[src/sse_pkg.sv]
`timescale 1ns / 1ps
// ---------------------------------------------------------------------------
// sse_pkg
// Shared constants and types for the smoothstep easing curve core.
// ---------------------------------------------------------------------------
package sse_pkg;

    localparam int FRACTION_BITS = 16;
    localparam int FW            = FRACTION_BITS + 1;
    localparam int POS_W         = 16;
    localparam int MAG_W         = POS_W;
    localparam int QUO_W         = FRACTION_BITS;
    localparam int DIV_STAGES    = QUO_W;
    localparam int ACC_W         = FW + 8;

    localparam logic [FW-1:0] ONE_Q = FW'(1) << FRACTION_BITS;

    typedef enum logic [1:0]
    {
        ORDER_3RD = 2'd0,
        ORDER_5TH = 2'd1,
        ORDER_7TH = 2'd2,
        ORDER_RSV = 2'd3
    } order_t;

    typedef enum logic [1:0]
    {
        REG_START = 2'd0,
        REG_END   = 2'd1,
        REG_ORDER = 2'd2
    } reg_idx_t;

    typedef struct packed
    {
        logic [FW-1:0] t;
        order_t        order;
    } poly_in_t;

endpackage

[src/sse_divider.sv]
`timescale 1ns / 1ps
// ---------------------------------------------------------------------------
// sse_divider
// Ramp fraction: sign handling, clamp and a restoring divider, one quotient
// bit per stage.
// ---------------------------------------------------------------------------
module sse_divider
(
    input  logic                         clk,
    input  logic                         rst_n,
    input  logic                         in_valid,
    input  logic [sse_pkg::POS_W-1:0]    position,
    input  logic [sse_pkg::POS_W-1:0]    ramp_start,
    input  logic [sse_pkg::POS_W-1:0]    ramp_end,
    input  sse_pkg::order_t              order,
    output logic                         out_valid,
    output sse_pkg::poly_in_t            out_data
);

    localparam int N  = sse_pkg::DIV_STAGES;
    localparam int MW = sse_pkg::MAG_W;
    localparam int FW = sse_pkg::FW;

    // stage 0 registers
    logic          v0_reg;
    logic [MW-1:0] num0_reg;
    logic [MW-1:0] den0_reg;
    logic          fix0_reg;
    logic [FW-1:0] fixv0_reg;
    sse_pkg::order_t ord0_reg;

    logic signed [MW:0] n_s;
    logic signed [MW:0] d_s;
    logic [MW-1:0]      un;
    logic [MW-1:0]      ud;
    logic               fix_next;
    logic [FW-1:0]      fixv_next;

    always_comb
    begin
        n_s = $signed({1'b0, position}) - $signed({1'b0, ramp_start});
        d_s = $signed({1'b0, ramp_end}) - $signed({1'b0, ramp_start});
        un  = n_s[MW] ? MW'(-n_s) : n_s[MW-1:0];
        ud  = d_s[MW] ? MW'(-d_s) : d_s[MW-1:0];
        fix_next  = 1'b1;
        fixv_next = '0;
        if (d_s == '0)
        begin
            fixv_next = (position >= ramp_start) ? sse_pkg::ONE_Q : '0;
        end
        else if (n_s == '0 || (n_s[MW] != d_s[MW]))
        begin
            fixv_next = '0;
        end
        else if (un >= ud)
        begin
            fixv_next = sse_pkg::ONE_Q;
        end
        else
        begin
            fix_next = 1'b0;
        end
    end

    always_ff @(posedge clk or negedge rst_n)
    begin
        if (!rst_n)
        begin
            v0_reg <= 1'b0;
        end
        else
        begin
            v0_reg <= in_valid;
        end
    end

    always_ff @(posedge clk)
    begin
        num0_reg  <= un;
        den0_reg  <= ud;
        fix0_reg  <= fix_next;
        fixv0_reg <= fixv_next;
        ord0_reg  <= order;
    end

    // divider stages; remainder < den so MW bits hold it, the doubled trial takes MW+1
    logic [N:0]        v_reg;
    logic [MW-1:0]     rem_reg  [N+1];
    logic [MW-1:0]     den_reg  [N+1];
    logic [N-1:0]      quo_reg  [N+1];
    logic              fix_reg  [N+1];
    logic [FW-1:0]     fixv_reg [N+1];
    sse_pkg::order_t   ord_reg  [N+1];

    always_comb
    begin
        v_reg[0]    = v0_reg;
        rem_reg[0]  = num0_reg;
        den_reg[0]  = den0_reg;
        quo_reg[0]  = '0;
        fix_reg[0]  = fix0_reg;
        fixv_reg[0] = fixv0_reg;
        ord_reg[0]  = ord0_reg;
    end

    for (genvar i = 0; i < N; i++)
    begin : g_stage
        logic [MW:0] trial;
        logic        ge;
        assign trial = {rem_reg[i], 1'b0};
        assign ge    = trial >= {1'b0, den_reg[i]};

        always_ff @(posedge clk or negedge rst_n)
        begin
            if (!rst_n)
            begin
                v_reg[i+1] <= 1'b0;
            end
            else
            begin
                v_reg[i+1] <= v_reg[i];
            end
        end

        always_ff @(posedge clk)
        begin
            rem_reg[i+1]  <= ge ? MW'(trial - {1'b0, den_reg[i]}) : trial[MW-1:0];
            den_reg[i+1]  <= den_reg[i];
            quo_reg[i+1]  <= {quo_reg[i][N-2:0], ge};
            fix_reg[i+1]  <= fix_reg[i];
            fixv_reg[i+1] <= fixv_reg[i];
            ord_reg[i+1]  <= ord_reg[i];
        end
    end

    assign out_valid      = v_reg[N];
    assign out_data.t     = fix_reg[N] ? fixv_reg[N] : {1'b0, quo_reg[N]};
    assign out_data.order = ord_reg[N];

endmodule

[config.mk]
export PLATFORM = sky130hd
export DESIGN_NAME = sse_divider
export DESIGN_NICKNAME = d
export VERILOG_FILES = /design/src/sse_pkg.sv /design/src/sse_divider.sv
export SDC_FILE = /design/constraint.sdc
export NUM_CORES = 1
export LEC_CHECK = 0
export ABC_CLOCK_PERIOD_IN_PS = 5800
export BUFFER_PORTS_ARGS = -buffer_cell sky130_fd_sc_hd__buf_2
export CAP_MARGIN = 20
export CORE_MARGIN = 2
export CORE_UTILIZATION = 40
export CTS_BUF_LIST = sky130_fd_sc_hd__clkbuf_4 sky130_fd_sc_hd__clkbuf_8
export CTS_CLUSTER_SIZE = 24
export DETAILED_ROUTE_END_ITERATION = 10
export PLACE_DENSITY_LB_ADDON = 0.12
export SYNTH_ARGS = -nofsm -noshare
export SYNTH_HDL_FRONTEND = slang
export SYNTH_SLANG_ARGS = --single-unit
[constraint.sdc]
create_clock -name clk -period 5.8 [get_ports clk]
set_input_delay 1.16 -clock clk [delete_from_list [all_inputs] [get_ports clk]]
set_output_delay 1.16 -clock clk [all_outputs]
set_load 0.01 [all_outputs]
Word-level counts from Yosys, hierarchy flattened
Cells that the tools add are included.
{ "word_totals": {"ff_bits": 1005, "input_bits": 53, "out_inout_bits": 20, "wordCells": 196} }
{ "classes": {"addsub": 19, "order_cmp": 18, "eq_ne": 1, "muxes": 23, "reduce_logical": 4} }
{ "ops": {"columns": ["op", "count"], "rows": [
  ["$ge A17 B16 Y1", 16],
  ["$mux W16", 17],
  ["$sub A16 B16 Y16", 15],
  ["$mux W17", 5],
  ["$logic_not A17 Y1", 2],
  ["$sub A16 B16 Y17", 2],
  ["$ge A16 B16 Y1", 2],
  ["$neg A16 Y16", 2],
  ["$reduce_or A2 Y1", 1],
  ["$logic_or A1 B1 Y1", 1],
  ["$mux W1", 1],
  ["$ne A1 B1 Y1", 1]
]} }

Longest topological paths before layout
{ "depth": {"ltp_word": 7, "depth_mapped": 21} }

Least setup slack after synthesis
OpenSTA, ideal clock, no wires.
{ "synth_path": {"path_type": "in2reg", "startpoint": "input ramp_start[1] in the netlist's numbering", "endpoint": "register, netlist name fixv0_reg[16]", "setup_time_ns": 0.119, "arrival_time_ns": 4.993, "required_time_ns": 5.681, "path_slack_ns": 0.688, "path_stages": 19, "cell_sequence": "inv_1 ha_1 nor2b_1 o2111a_1 or4_1 a221oi_1 nand3_1 nor4_1 a21oi_1 xnor2_1 inv_1 ha_1 a21o_1 a21o_1 a221oi_1 o21ai_0 a31oi_1 a211oi_1 o21bai_1"} }
{ "synth_between": {"elab_chain_cells": 7} }
{ "synth_lines": {"columns": ["item", "line", "source"], "rows": [
  ["start, declared", "sse_divider.sv:13", "input logic [sse_pkg::POS_W-1:0] ramp_start,"],
  ["$sub A16 B16 Y17 *", "sse_divider.sv:42", "d_s = $signed({1'b0, ramp_end}) - $signed({1'b0, ramp_start});"],
  ["$neg A16 Y16", "sse_divider.sv:44", "ud = d_s[MW] ? MW'(-d_s) : d_s[MW-1:0];"],
  ["$mux W16 *", "sse_divider.sv:44", null],
  ["via ud[13]", "sse_divider.sv:35", "logic [MW-1:0] ud;"],
  ["$ge A16 B16 Y1 *", "sse_divider.sv:55", "else if (un >= ud)"],
  ["$mux W17 *", "sse_divider.sv:55", null],
  ["$mux W17 *", "sse_divider.sv:51", "else if (n_s == '0 || (n_s[MW] != d_s[MW]))"],
  ["$mux W17 *", "sse_divider.sv:47", "if (d_s == '0)"],
  ["via fixv_next[16]", "sse_divider.sv:37", "logic [FW-1:0] fixv_next;"]
]} }
The timed path passes the listed nets; every way through them passes the cells marked *.
A chain may end at the register's enable or synchronous reset.

Worst setup path in the final report
{ "layout_path": {"startpoint": "input position[0] in the netlist's numbering", "endpoint": "register, netlist name fixv0_reg[16]"} }
{ "layout_between": {"elab_chain_cells": 7} }
{ "layout_lines": {"columns": ["item", "line", "source"], "rows": [
  ["start, declared", "sse_divider.sv:12", "input logic [sse_pkg::POS_W-1:0] position,"],
  ["$sub A16 B16 Y17 *", "sse_divider.sv:41", "n_s = $signed({1'b0, position}) - $signed({1'b0, ramp_start});"],
  ["$neg A16 Y16", "sse_divider.sv:43", "un = n_s[MW] ? MW'(-n_s) : n_s[MW-1:0];"],
  ["$mux W16 *", "sse_divider.sv:43", null],
  ["via un[15]", "sse_divider.sv:34", "logic [MW-1:0] un;"],
  ["$ge A16 B16 Y1 *", "sse_divider.sv:55", null],
  ["$mux W17 *", "sse_divider.sv:55", null],
  ["$mux W17 *", "sse_divider.sv:51", null],
  ["$mux W17 *", "sse_divider.sv:47", null],
  ["via fixv_next[16]", "sse_divider.sv:37", null]
]} }
Marked as above.

==> metrics.md <==
| Metric | Value |
|---|---|
| Number of gates resized after cts | `0` |
| Fmax | `198.9 MHz` |
| Register Area | `14760 µm²` |
| Crit path from | `position[0]` |
| Synthesized flop and latch total | `733` |
| Die Ht | `285.9 µm` |
| Max-slew headroom | `0.3617` |
| Fin nets | `approximately 3700` |
| Area growth, synth to finish | `13.68%` |
| WL final | `72720 µm` |
| Filler cell count | `7513` |
| Synthesized net count | `3562` |
| Fin. max-slew vios | `0` |
| Postcts setup bufs | `0` |
| Post-synth EDFFs | `0` |
| Synth top area cells | `dfxtp_1 45%, ha_1 12%, mux2_2 4.7%, inv_1 4.2%, xnor2_1 3.6%` |
| Final period util | `0.8669` |
| Setup Total Neg Slack | `0 ns` |
| Register area share after synthesis | `0.4643` |
| Worst clock skew | `roughly 0.058 ns` |
| Status | `finished, final reports clean` |
| Num rows | `about 100` |
| Setup crit start kind | `input port` |
| # setup viols final | `0` |
| Die area | `81750 µm²` |
| Initial core utilization | `0.4031` |
| Least-Margin Pin Slew | `0.9552 ns` |
| Crit path arrival time | `5.60 ns` |
| Critical hold path startpoint | `fixv_reg[271]` |
| CTS tree | `built` |
| Grt total ovfl | `0` |
| FFs w/ async S/R, synth | `0.02319` |
| Clock transition at path regs | `about 0.060 ns` |
| Starting DRT DRC Count | `1384` |
| Final ANT Viol Nets | `0` |
| Reg2reg start | `den_reg[212]` |
| Synth warn | `0` |
| Synth top area share | `0.4509` |
| Final hold vios | `0` |
| Crit path kind | `input port to register` |
| Largest net degree at the start of global routing | `26` |
| Detailed-route via count | `~22000` |
| CTS Sinks | `about 730` |
| Clk_lat worst skew | `0.75 ns` |
| Gate Count Post-Synth | `3188` |
| Input/output buffers | `72` |
| I/O pins | `73` |
| HP Class | `register to register` |
| First-pass GRT wire length | `around 120000 µm` |
| Syn_area_per_cell | `9.972 µm²` |
| Crit Path Max Fanout | `3` |
| DRC | `0` |
| CTS Buf Count | `120` |
| Routability congestion estimate | `0.8775` |
| Vias in the first global route | `22115` |
| Post-DR wirelength/cell | `approximately 16 µm` |
| CTS max path bufs | `3` |
| Synthesized area | `31790 µm²` |
| WP data required | `6.38 ns` |
| Via density | `between 4 and 5` |
| Die W | `between 200 and 300 µm` |
| GRT Util Overall | `0.1777` |
| Initial antenna violation count | `2` |
| Netlist cell types | `67` |
| Minimum clock period | `5.028 ns` |
| Footprint of the multi-input gates | `15560 µm²` |
| H-tree lvl count | `3` |
| MaxCap Viol Count | `0` |
| Root buffer cell | `clkbuf_8` |
| Detailed placement HPWL | `56750 µm` |
| Largest area contributor in the netlist | `dfxtp_1` |
| Layout cell share with drive strength beyond 1 | `0.1368` |
| RSZ-0062 raised after global routing | `false` |
| Crit end category | `register` |
| Hold buffers post-CTS | `0` |
| Synth Flop Type | `dfxtp_1` |
| Core ar. | `78870 µm²` |
| Detailed Routing Iterations Pass 1 | `5` |
[cell families after synthesis]
logic type / after synthesis / share of synthesized area
buf+inv: 389 / 0.04617
compound gates: 619 / 0.1272
simple gates: 756 / 0.1193
fa+ha+maj: 321 / 0.1304
xor+xnor: 228 / 0.06281
flops: 733 / 0.4643
mux: 142 / 0.04995
[cell type report]
type / instances / area share
Tap cell: 1050 / 0.03635
Inverter: 359 / 0.03729
Multi-Input combinational cell: 2066 / 0.4307
Antenna cell: 2 / 0.0001385
Sequential cell: 733 / 0.4084
Clock buffer: 188 / 0.06537
Timing Repair Buffer: 85 / 0.01267
Clock inverter: 34 / 0.009106
[per-stage QoR]
| stage | hold WS, ns | std cells | util | setup WS, ns | cell area [µm²] |
|---|---|---|---|---|---|
| 2_1_floorplan | 0.3096 | 3188 | - | 0.6876 | 31790 |
| 3_3_place_gp | 0.3100 | 4293 | 0.4240 | 0.06347 | 33440 |
| 3_5_place_dp | 0.3121 | 4293 | 0.4240 | 0.1405 | 33440 |
| 4_1_cts | 0.2545 | 4515 | 0.4581 | 0.8927 | 36130 |
| 5_1_grt | 0.2719 | 4517 | 0.4582 | 0.4326 | 36140 |
| 6_report | 0.2740 | 4517 | 0.4582 | 0.7723 | 36140 |
[synthesized netlist by cell type (52+ instances only)]
master and number:
nor2b_1 59, nor3_1 66, nor2_1 209, nand2_1 112
o21ai_0 85, inv_1 359, a21o_1 95, xnor2_1 131
nand3_1 60, xor2_1 97, ha_1 304, a21oi_1 229
mux2_2 133, dfxtp_1 716, nand4_1 52
[worst max-delay path: stages]
cell and delay [ns]:
buf_2 0.12, inv_1 0.06, ha_1 0.15, inv_1 0.05, fa_1 0.40, a21oi_1 0.31, o21bai_1 0.12, xor2_1 0.20
or3_1 0.37, or2_1 0.28, nor4b_1 0.39, nand2b_1 0.13, o31ai_1 0.31, xnor2_1 0.20, ha_1 0.29, nand4_1 0.12
a211oi_1 0.07, a221oi_1 0.26, o21ai_0 0.12, a31oi_1 0.24, a211oi_1 0.07, o21bai_1 0.17
[cell usage in the layout, fill, tap and decap left out, types with 85 or more instances in the layout]
cell type and n:
dfxtp_1 716, inv_1 359, ha_1 304, a21oi_1 229, nor2_1 209, clkbuf_8 152
mux2_2 133, xnor2_1 131, nand2_1 112, xor2_1 97, a21o_1 95, o21ai_0 85
[per-layer routing]
| layer | wire length, µm | track usage | share of wire | up-vias |
|---|---|---|---|---|
| met5 | 0 | 0 | 0 | - |
| met2 | 32330 | 0.2852 | 0.44 | 475 |
| li1 | - | - | - | 11396 |
| met3 | 3488 | 0.03182 | 0.048 | 98 |
| met4 | 1249 | 0.04555 | 0.017 | 0 |
| met1 | 35650 | 0.2464 | 0.49 | 10272 |
[worst paths after layout]
| kind | end | slack [ns] | depth (start not counted) |
|---|---|---|---|
| setup / recovery | fixv0_reg[16] | 0.77 | 22 |
| hold / removal | fixv_reg[254] | 0.27 | 0 |
| setup reg to reg | g_stage[4].trial[8] | 2.19 | 10 |
| hold reg to reg | fixv_reg[254] | 0.27 | 0 |
| max in group asynchronous | v_reg[7] | 5.21 | 1 |
| min in group asynchronous | v_reg[14] | 0.32 | 1 |
Power is not shown: default switching activity piles up to over one toggle a cycle in this logic, so the estimate is an artifact.
