--- src/sse_pkg.sv ---
`timescale 1ns / 1ps
// ---------------------------------------------------------------------------
// sse_pkg
// Shared constants and types for the smoothstep easing curve core.
// ---------------------------------------------------------------------------
package sse_pkg;

    localparam int FRACTION_BITS = 16;
    localparam int FW            = FRACTION_BITS + 1;
    localparam int POS_W         = 16;
    localparam int MAG_W         = POS_W;
    localparam int QUO_W         = FRACTION_BITS;
    localparam int DIV_STAGES    = QUO_W;
    localparam int ACC_W         = FW + 8;

    localparam logic [FW-1:0] ONE_Q = FW'(1) << FRACTION_BITS;

    typedef enum logic [1:0]
    {
        ORDER_3RD = 2'd0,
        ORDER_5TH = 2'd1,
        ORDER_7TH = 2'd2,
        ORDER_RSV = 2'd3
    } order_t;

    typedef enum logic [1:0]
    {
        REG_START = 2'd0,
        REG_END   = 2'd1,
        REG_ORDER = 2'd2
    } reg_idx_t;

    typedef struct packed
    {
        logic [FW-1:0] t;
        order_t        order;
    } poly_in_t;

endpackage

--- src/sse_poly.sv ---
`timescale 1ns / 1ps
// ---------------------------------------------------------------------------
// sse_poly
// Power chain, one truncated multiply per stage, then weighted sum and clamp.
// ---------------------------------------------------------------------------
module sse_poly
(
    input  logic                      clk,
    input  logic                      rst_n,
    input  logic                      in_valid,
    input  sse_pkg::poly_in_t         in_data,
    output logic                      out_valid,
    output logic [sse_pkg::FW-1:0]    eased_value,
    output logic [sse_pkg::FW-1:0]    linear_fraction
);

    localparam int FW = sse_pkg::FW;
    localparam int FB = sse_pkg::FRACTION_BITS;
    localparam int AW = sse_pkg::ACC_W;
    localparam int NP = 7;

    // p_reg[s][k] holds t^(k+1) for k <= s; stage s has powers up to s+1
    logic [NP-1:0]     v_reg;
    logic [FW-1:0]     p_reg [NP][NP];
    sse_pkg::order_t   ord_reg [NP];

    always_comb
    begin
        v_reg[0] = in_valid;
        for (int k = 0; k < NP; k++)
        begin
            p_reg[0][k] = in_data.t;
        end
        ord_reg[0] = in_data.order;
    end

    for (genvar s = 1; s < NP; s++)
    begin : g_pow
        logic [2*FW-1:0] prod;
        assign prod = p_reg[s-1][s-1] * p_reg[s-1][0];

        always_ff @(posedge clk or negedge rst_n)
        begin
            if (!rst_n)
            begin
                v_reg[s] <= 1'b0;
            end
            else
            begin
                v_reg[s] <= v_reg[s-1];
            end
        end

        always_ff @(posedge clk)
        begin
            for (int k = 0; k < NP; k++)
            begin
                if (k == s)
                begin
                    p_reg[s][k] <= prod[FB +: FW];
                end
                else
                begin
                    p_reg[s][k] <= p_reg[s-1][k];
                end
            end
            ord_reg[s] <= ord_reg[s-1];
        end
    end

    logic signed [AW-1:0] p2, p3, p4, p5, p6, p7;
    logic signed [AW-1:0] sum;
    logic [FW-1:0]        clamped;

    always_comb
    begin
        p2 = $signed(AW'(p_reg[NP-1][1]));
        p3 = $signed(AW'(p_reg[NP-1][2]));
        p4 = $signed(AW'(p_reg[NP-1][3]));
        p5 = $signed(AW'(p_reg[NP-1][4]));
        p6 = $signed(AW'(p_reg[NP-1][5]));
        p7 = $signed(AW'(p_reg[NP-1][6]));
        case (ord_reg[NP-1])
            sse_pkg::ORDER_3RD: sum = AW'(3 * p2 - 2 * p3);
            sse_pkg::ORDER_5TH: sum = AW'(6 * p5 - 15 * p4 + 10 * p3);
            default:            sum = AW'(-20 * p7 + 70 * p6 - 84 * p5 + 35 * p4);
        endcase
        if (sum < 0)
        begin
            clamped = '0;
        end
        else if (sum > $signed(AW'(sse_pkg::ONE_Q)))
        begin
            clamped = sse_pkg::ONE_Q;
        end
        else
        begin
            clamped = sum[FW-1:0];
        end
    end

    logic          vo_reg;
    logic [FW-1:0] eased_reg;
    logic [FW-1:0] lin_reg;

    always_ff @(posedge clk or negedge rst_n)
    begin
        if (!rst_n)
        begin
            vo_reg <= 1'b0;
        end
        else
        begin
            vo_reg <= v_reg[NP-1];
        end
    end

    always_ff @(posedge clk)
    begin
        eased_reg <= clamped;
        lin_reg   <= p_reg[NP-1][0];
    end

    assign out_valid       = vo_reg;
    assign eased_value     = eased_reg;
    assign linear_fraction = lin_reg;

endmodule

--- config.mk ---
export PLATFORM = sky130hd
export DESIGN_NAME = sse_poly
export DESIGN_NICKNAME = d
export VERILOG_FILES = /design/src/sse_pkg.sv /design/src/sse_poly.sv
export SDC_FILE = /design/constraint.sdc
export NUM_CORES = 2
export LEC_CHECK = 0
export BUFFER_PORTS_ARGS = -buffer_cell sky130_fd_sc_hd__buf_2
export CAP_MARGIN = 20
export CORE_ASPECT_RATIO = 0.75
export CORE_MARGIN = 4
export CORE_UTILIZATION = 55
export CTS_BUF_LIST = sky130_fd_sc_hd__clkbuf_4 sky130_fd_sc_hd__clkbuf_8 sky130_fd_sc_hd__clkbuf_16
export DETAILED_ROUTE_END_ITERATION = 16
export PLACE_DENSITY = 0.81
export SLEW_MARGIN = 20
export SYNTH_ARGS = -nofsm -noshare
export SYNTH_HDL_FRONTEND = slang
export SYNTH_SLANG_ARGS = --single-unit
--- constraint.sdc ---
create_clock -name clk -period 8.3 [get_ports clk]
set_input_delay 1.245 -clock clk [delete_from_list [all_inputs] [get_ports clk]]
set_output_delay 1.245 -clock clk [all_outputs]
set_load 0.01 [all_outputs]
### Word-level counts from Yosys, hierarchy flattened

Cells that the tools add are included.

| storage, ports and cells | value |
|---|---|
| bits in registers | 512 |
| input bits | 22 |
| output and inout bits | 35 |
| word-level logic and storage cells | 70 |

| cells by class | value |
|---|---|
| $add $sub $neg | 6 |
| multipliers | 14 |
| order comparisons | 2 |
| equality and inequality tests | 1 |
| muxes and demuxes | 2 |
| reductions and logical operators | 2 |

Operators with widths:

| cell | number |
|---|---|
| 17-bit by 17-bit multiplier with 33-bit output | 6 |
| 25-bit one-hot mux with 2 select lines | 1 |
| 6-bit by 17-bit multiplier with 23-bit output (first input constant) | 2 |
| 2-bit by 17-bit multiplier with 19-bit output (first input constant) | 2 |
| 24-bit by 25-bit adder with 25-bit output | 1 |
| 25-bit by 24-bit adder with 25-bit output | 1 |
| 25-bit by 18-bit greater-than comparator with 1-bit output (second input constant) | 1 |
| 25-bit by 1-bit < comparator with 1-bit output (second input constant) | 1 |
| 25-bit subtractor | 1 |
| 22-bit by 22-bit adder with 23-bit output | 1 |
| 4-bit by 18-bit multiplier with 22-bit output (first input constant) | 1 |
| 5-bit by 17-bit multiplier with 22-bit output (first input constant) | 1 |
| 20-bit by 21-bit subtractor with 22-bit output | 1 |
| 4-bit by 17-bit multiplier with 21-bit output (first input constant) | 1 |
| 3-bit by 17-bit multiplier with 20-bit output (first input constant) | 1 |
| 19-bit by 18-bit subtractor with 20-bit output | 1 |
| 17-bit two-way mux | 1 |
| 2-bit by 1-bit equality test with 1-bit output (second input constant) | 1 |
| 2-bit zero test | 1 |
| 2-bit OR reduction | 1 |

### Depth between registers and ports, before layout

| depth | value |
|---|---|
| depth after elaboration | 7 |
| gate-level depth with buffers | 33 |
| depth with buffers taken out | 32 |

### Least setup slack after synthesis

No wires, ideal clock.

| timing | value |
|---|---|
| path type | input to register |
| from | in in_data[6] (netlist name) |
| to | reg p_reg[696] (netlist name) |
| library setup time | 121 ps |
| arrival time | 6857 ps |
| slack | 1322 ps |
| cell stages on the path | 24 |
| buffers on the path | 1 |
| cells stage by stage | clkbuf_1 nand2_1 fa_1 inv_1 fa_1 inv_1 fa_1 inv_1 fa_1 inv_1 fa_1 inv_1 fa_1 ha_1 a21oi_1 nor2b_1 o21ai_0 o21ai_0 o31ai_1 o211ai_1 a41o_1 o41ai_1 o21ba_2 xnor2_1 |

| between the ends | value |
|---|---|
| longest elaborated chain between the ends | 1 |

RTL lines:

| what | RTL line | RTL |
|---|---|---|
| from (decl) | sse_poly.sv:11 | `input sse_pkg::poly_in_t in_data,` |
| 17-bit by 17-bit multiplier with 33-bit output | sse_poly.sv:40 | `assign prod = p_reg[s-1][s-1] * p_reg[s-1][0];` |
| named net g_pow[1].prod[32] | sse_poly.sv:39 | `logic [2*FW-1:0] prod;` |
| to (signal, indexed assignment) | sse_poly.sv:60 | `p_reg[s][k] <= prod[FB +: FW];` |
| to (signal, indexed assignment) | sse_poly.sv:64 | `p_reg[s][k] <= p_reg[s-1][k];` |
| to (decl) | sse_poly.sv:24 | `logic [FW-1:0] p_reg [NP][NP];` |

The timed path passes the listed nets, and every way through them passes these cells.
A chain may end at the register's enable or synchronous reset.

### Worst setup path after layout

| timing | value |
|---|---|
| from | reg p_reg, in the netlist p4[2] |
| to | reg eased_reg[14] (netlist: eased_value[14]) |

| between the ends | value |
|---|---|
| longest elaborated chain between the ends | 6 |
| elaborated cells between the ends (all ways) | 9 |
| classes of those cells | add/sub: 3; mul: 2; order compare: 2; mux: 1; reduce/logical: 1 |

RTL lines:

| what | RTL line | RTL |
|---|---|---|
| 4-bit by 17-bit multiplier with 21-bit output | sse_poly.sv:85 | `sse_pkg::ORDER_5TH: sum = AW'(6 * p5 - 15 * p4 + 10 * p3);` |
| 20-bit by 21-bit subtractor with 22-bit output | sse_poly.sv:85 |  |
| 22-bit by 22-bit adder with 23-bit output | sse_poly.sv:85 |  |
| 25-bit one-hot mux with 2 select lines (*) | sse_poly.sv:83 | `case (ord_reg[NP-1])` |
| 25-bit by 1-bit < comparator with 1-bit output or 25-bit by 18-bit greater-than comparator with 1-bit output (tied branches) | sse_poly.sv:88, sse_poly.sv:92 |  |
| 2-bit OR reduction (no source line) | - |  |
| to (signal assigned) | sse_poly.sv:120 | `eased_reg <= clamped;` |
| to (decl) | sse_poly.sv:103 | `logic [FW-1:0] eased_reg;` |

Mark *: on every way between the ends. The rest lies on a longest branch, timed or not.

==> impl_metrics.toml <==
[floorplanning]
placementRows = 118
start_util_pct = 55.49
die_width_um = 439.2
fp.dieArea_um2 = 145500
num_io_pins = 57
fp.dieH_um = 331.4
design.core.area_um2 = 138200

[critical_path]
endpoint_kind = "register"
timing.reg2reg.setup_slack_ns = 0.46
critical_path.max_stage_delay_ns = 0.53
required_ns = 8.86
largest_fanout_on_the_critical_path = 16
timing.critical_path.from_type = "register"
timing.critical_path.arrival_ns = 8.40
timing.critical_path.from = "p4[2]"
crit_path_frequent_cell = "sky130_fd_sc_hd__fa_1"
cp_cell_sequence = "fa_1 -> fa_1 -> fa_1 -> a21o_1 -> a21oi_1 -> nor2b_1 -> o21ai_0 -> a211oi_1 -> or3_1 -> a21oi_1 -> xor2_1 -> fa_1 -> ha_1 -> a21oi_1 -> nor2_1 -> a2111oi_1 -> o21ai_0 -> o31ai_1 -> mux2_2 -> o41ai_4 -> a21boi_2 -> nand2_2 -> nor4b_1"
slowest_stage = "sky130_fd_sc_hd__fa_1"
critical_path_class = "register to register"
crit-reg2reg-launch = "p4[2]"

[final_layout]
final_cell_mix = "sky130_fd_sc_hd__inv_1, sky130_fd_sc_hd__fa_1, sky130_fd_sc_hd__nand2_1"
most_common_cell_after_layout_fill_and_taps_aside = "sky130_fd_sc_hd__inv_1"
finalInstanceArea_um2 = 81140
largest_register_ffs = 357
flow.area_growth_from_synthesis_pct = 5.814
final_layout_size_suffix_gt1_share_pct = 3.833
finish.net_count = 10620
utilization_pct = 58.71

[grt]
number_of_global_route_vias_before_repair = 59040
grt_first_pass_wirelength_um = 309600
globalRouteOverflowTotal = 0
globalRouteTotalUtil_pct = 26.38
grt_start_max_net_pins = 23
antenna_violations_before_repair = 4

[timing]
hold_viol_final = 0
tightest_slew_ns = 1.100
timing.clock.skew_ns = 0.02503
timing.final.crit_share_pct = 94.45
final_period_minus_worst_setup_slack_ns = 7.839
clock.fmax_ghz = 0.1276
finalSetupViolations = 0
timing_max_transition_violations_final = 0
unrepaired_setup_endpoints_after_global_routing = "false"
relSlewSlack_pct = 26.54

[routing]
routedWlPerCell_um = 18.66
final_ant_viol_nets = 0
drt_iter0_markers = 4569
via_per_inst = 5.487
detailed_routing_iterations_pass_1 = 6
routed-via-count = 55310
remaining_drc_errors = 0
routed_wl_um = 188100

[clock_network]
cts_hold_buf = 0
numCtsBuffers = 56
cts_root_buf = "sky130_fd_sc_hd__clkbuf_16"
clock_tree.htree_level_count = 2
skew_pair_late_insertion_delay_ns = 0.69
post-cts-setup-buffer-count = 0
cts.path.max_buffers = 3
cts_sinks = 512
clk_pin_slew_worst_paths_ns = 0.07
cts_tree = "built"

[logic_synthesis]
synth_warnings = 0
syn-mean-instance-area_um2 = 9.335
fraction_of_synthesized_area_in_multiplexers_pct = 0.1615
post_synth_and_or_nand_nor_area_fraction_pct = 13.19
ys_async_sr_fraction_pct = 1.367
synthesis.nets = 10660
synth_xor_xnor_area_share_pct = 3.210
largest_family_of_logic_cells_by_synthesized_area = "adder cells"
synthFlopType = "sky130_fd_sc_hd__dfxtp_1"
seq_total_area_yosys_pct = 13.41
synth_area_um2 = 76680
synth_fa_ha_area_share_pct = 53.69
synth_edf_count = 0
synth.ff_latch_count = 512
synth_cell_types = 93
synth-compound-area-share_pct = 5.742
gate_count_after_technology_mapping = 8214

[status]
run_status = "finished, final reports clean"

[placement]
count_of_input_and_output_buffers = 56
gp_congestion = 0.9383
detailed_place_hpwl_um = 151300
detailed_place.area_um2 = 79060

[hold_path]
holdCritStartpoint = "p_reg[308]"
holdCritPathClass = "register to register"

[run]
drv.max_cap_violation_count = 0
## per-layer routing
metal / up-vias / GRT usage (%) / routed length (um)
li1: 24720 / - / -
met1: 27520 / 38.92 / 81260
met2: 2687 / 39.29 / 80660
met3: 386 / 6.660 / 21960
met4: 2 / 5.861 / 4191
met5: - / 0 / 13
## area by class of cell
class                      count  area, um2
antenna                        1      2.502
tap                         1860       2327
timing repair buffer         160       1061
clock inverter                36      491.7
multi-input combinational   5548      58300
inverter                    1895       7113
fill                       11270      57050
sequential                   512      10280
clock buffer                  68       1559
## cells in the mapped netlist (54+ instances only)
cell type                  count  area share (%)
sky130_fd_sc_hd__nor2_1      197            0.96
sky130_fd_sc_hd__dfxtp_1     505              13
sky130_fd_sc_hd__inv_1      1894             9.3
sky130_fd_sc_hd__a21oi_1     192             1.3
sky130_fd_sc_hd__ha_1        972              16
sky130_fd_sc_hd__nand3_1      54            0.35
sky130_fd_sc_hd__xor2_1       90             1.0
sky130_fd_sc_hd__fa_1       1449              38
sky130_fd_sc_hd__o21ai_0     117            0.76
sky130_fd_sc_hd__nor3_1       54            0.35
sky130_fd_sc_hd__a21o_1       79            0.77
sky130_fd_sc_hd__clkbuf_1    250             1.2
sky130_fd_sc_hd__nand2_1    1174             5.7
sky130_fd_sc_hd__and2_1      512             4.2
sky130_fd_sc_hd__xnor2_1     191             2.2
## timing repair
action,in CTS,in global routing
endpoints found under the setup margin,2,16
resized for setup,1,5
pin swaps,0,0
## final timing paths
path,end,cells past startpoint
min reg2reg,p_reg[189],0
max,eased_value[14],23
max in group asynchronous,out_valid,1
min,p_reg[189],0
max reg2reg,eased_value[14],23
min in group asynchronous,v_reg[1],1
## worst max-delay path, delay by kind of cell, from the launching register on
kind                     cells  cell delay [ns]
AO/OA/AOI/OAI               11             3.05
adder cells (fa/ha/maj)      5             2.37
AND/OR/NAND/NOR              5             1.19
flip-flops                   1             0.49
multiplexers                 1             0.39
XOR/XNOR                     1             0.22
## kinds of logic after synthesis
| group | after synthesis |
|---|---|
| AO/OA/AOI/OAI | 663 |
| AND/OR/NAND/NOR | 2171 |
| multiplexers | 12 |
| flip-flops | 512 |
| XOR/XNOR | 281 |
| adder cells (fa/ha/maj) | 2421 |
| buffers and inverters | 2154 |
## through the flow
| stage | TNS (ns) | hold WS, ns | std cells | setup slack (ns) |
|---|---|---|---|---|
| CTS | 0 | 0.3243 | 10080 | 0.1956 |
| global placement | 0 | 0.3097 | 9975 | 0.2121 |
| finish | 0 | 0.3234 | 10080 | 0.4610 |
| floorplan | 0 | 0.3096 | 8214 | 1.322 |
| global route | 0 | 0.3207 | 10080 | 0.04676 |
| detailed placement | -0.01085 | 0.3121 | 9975 | -0.01085 |
Power is not shown: default switching activity piles up to over one toggle a cycle in this logic, so the estimate is an artifact.
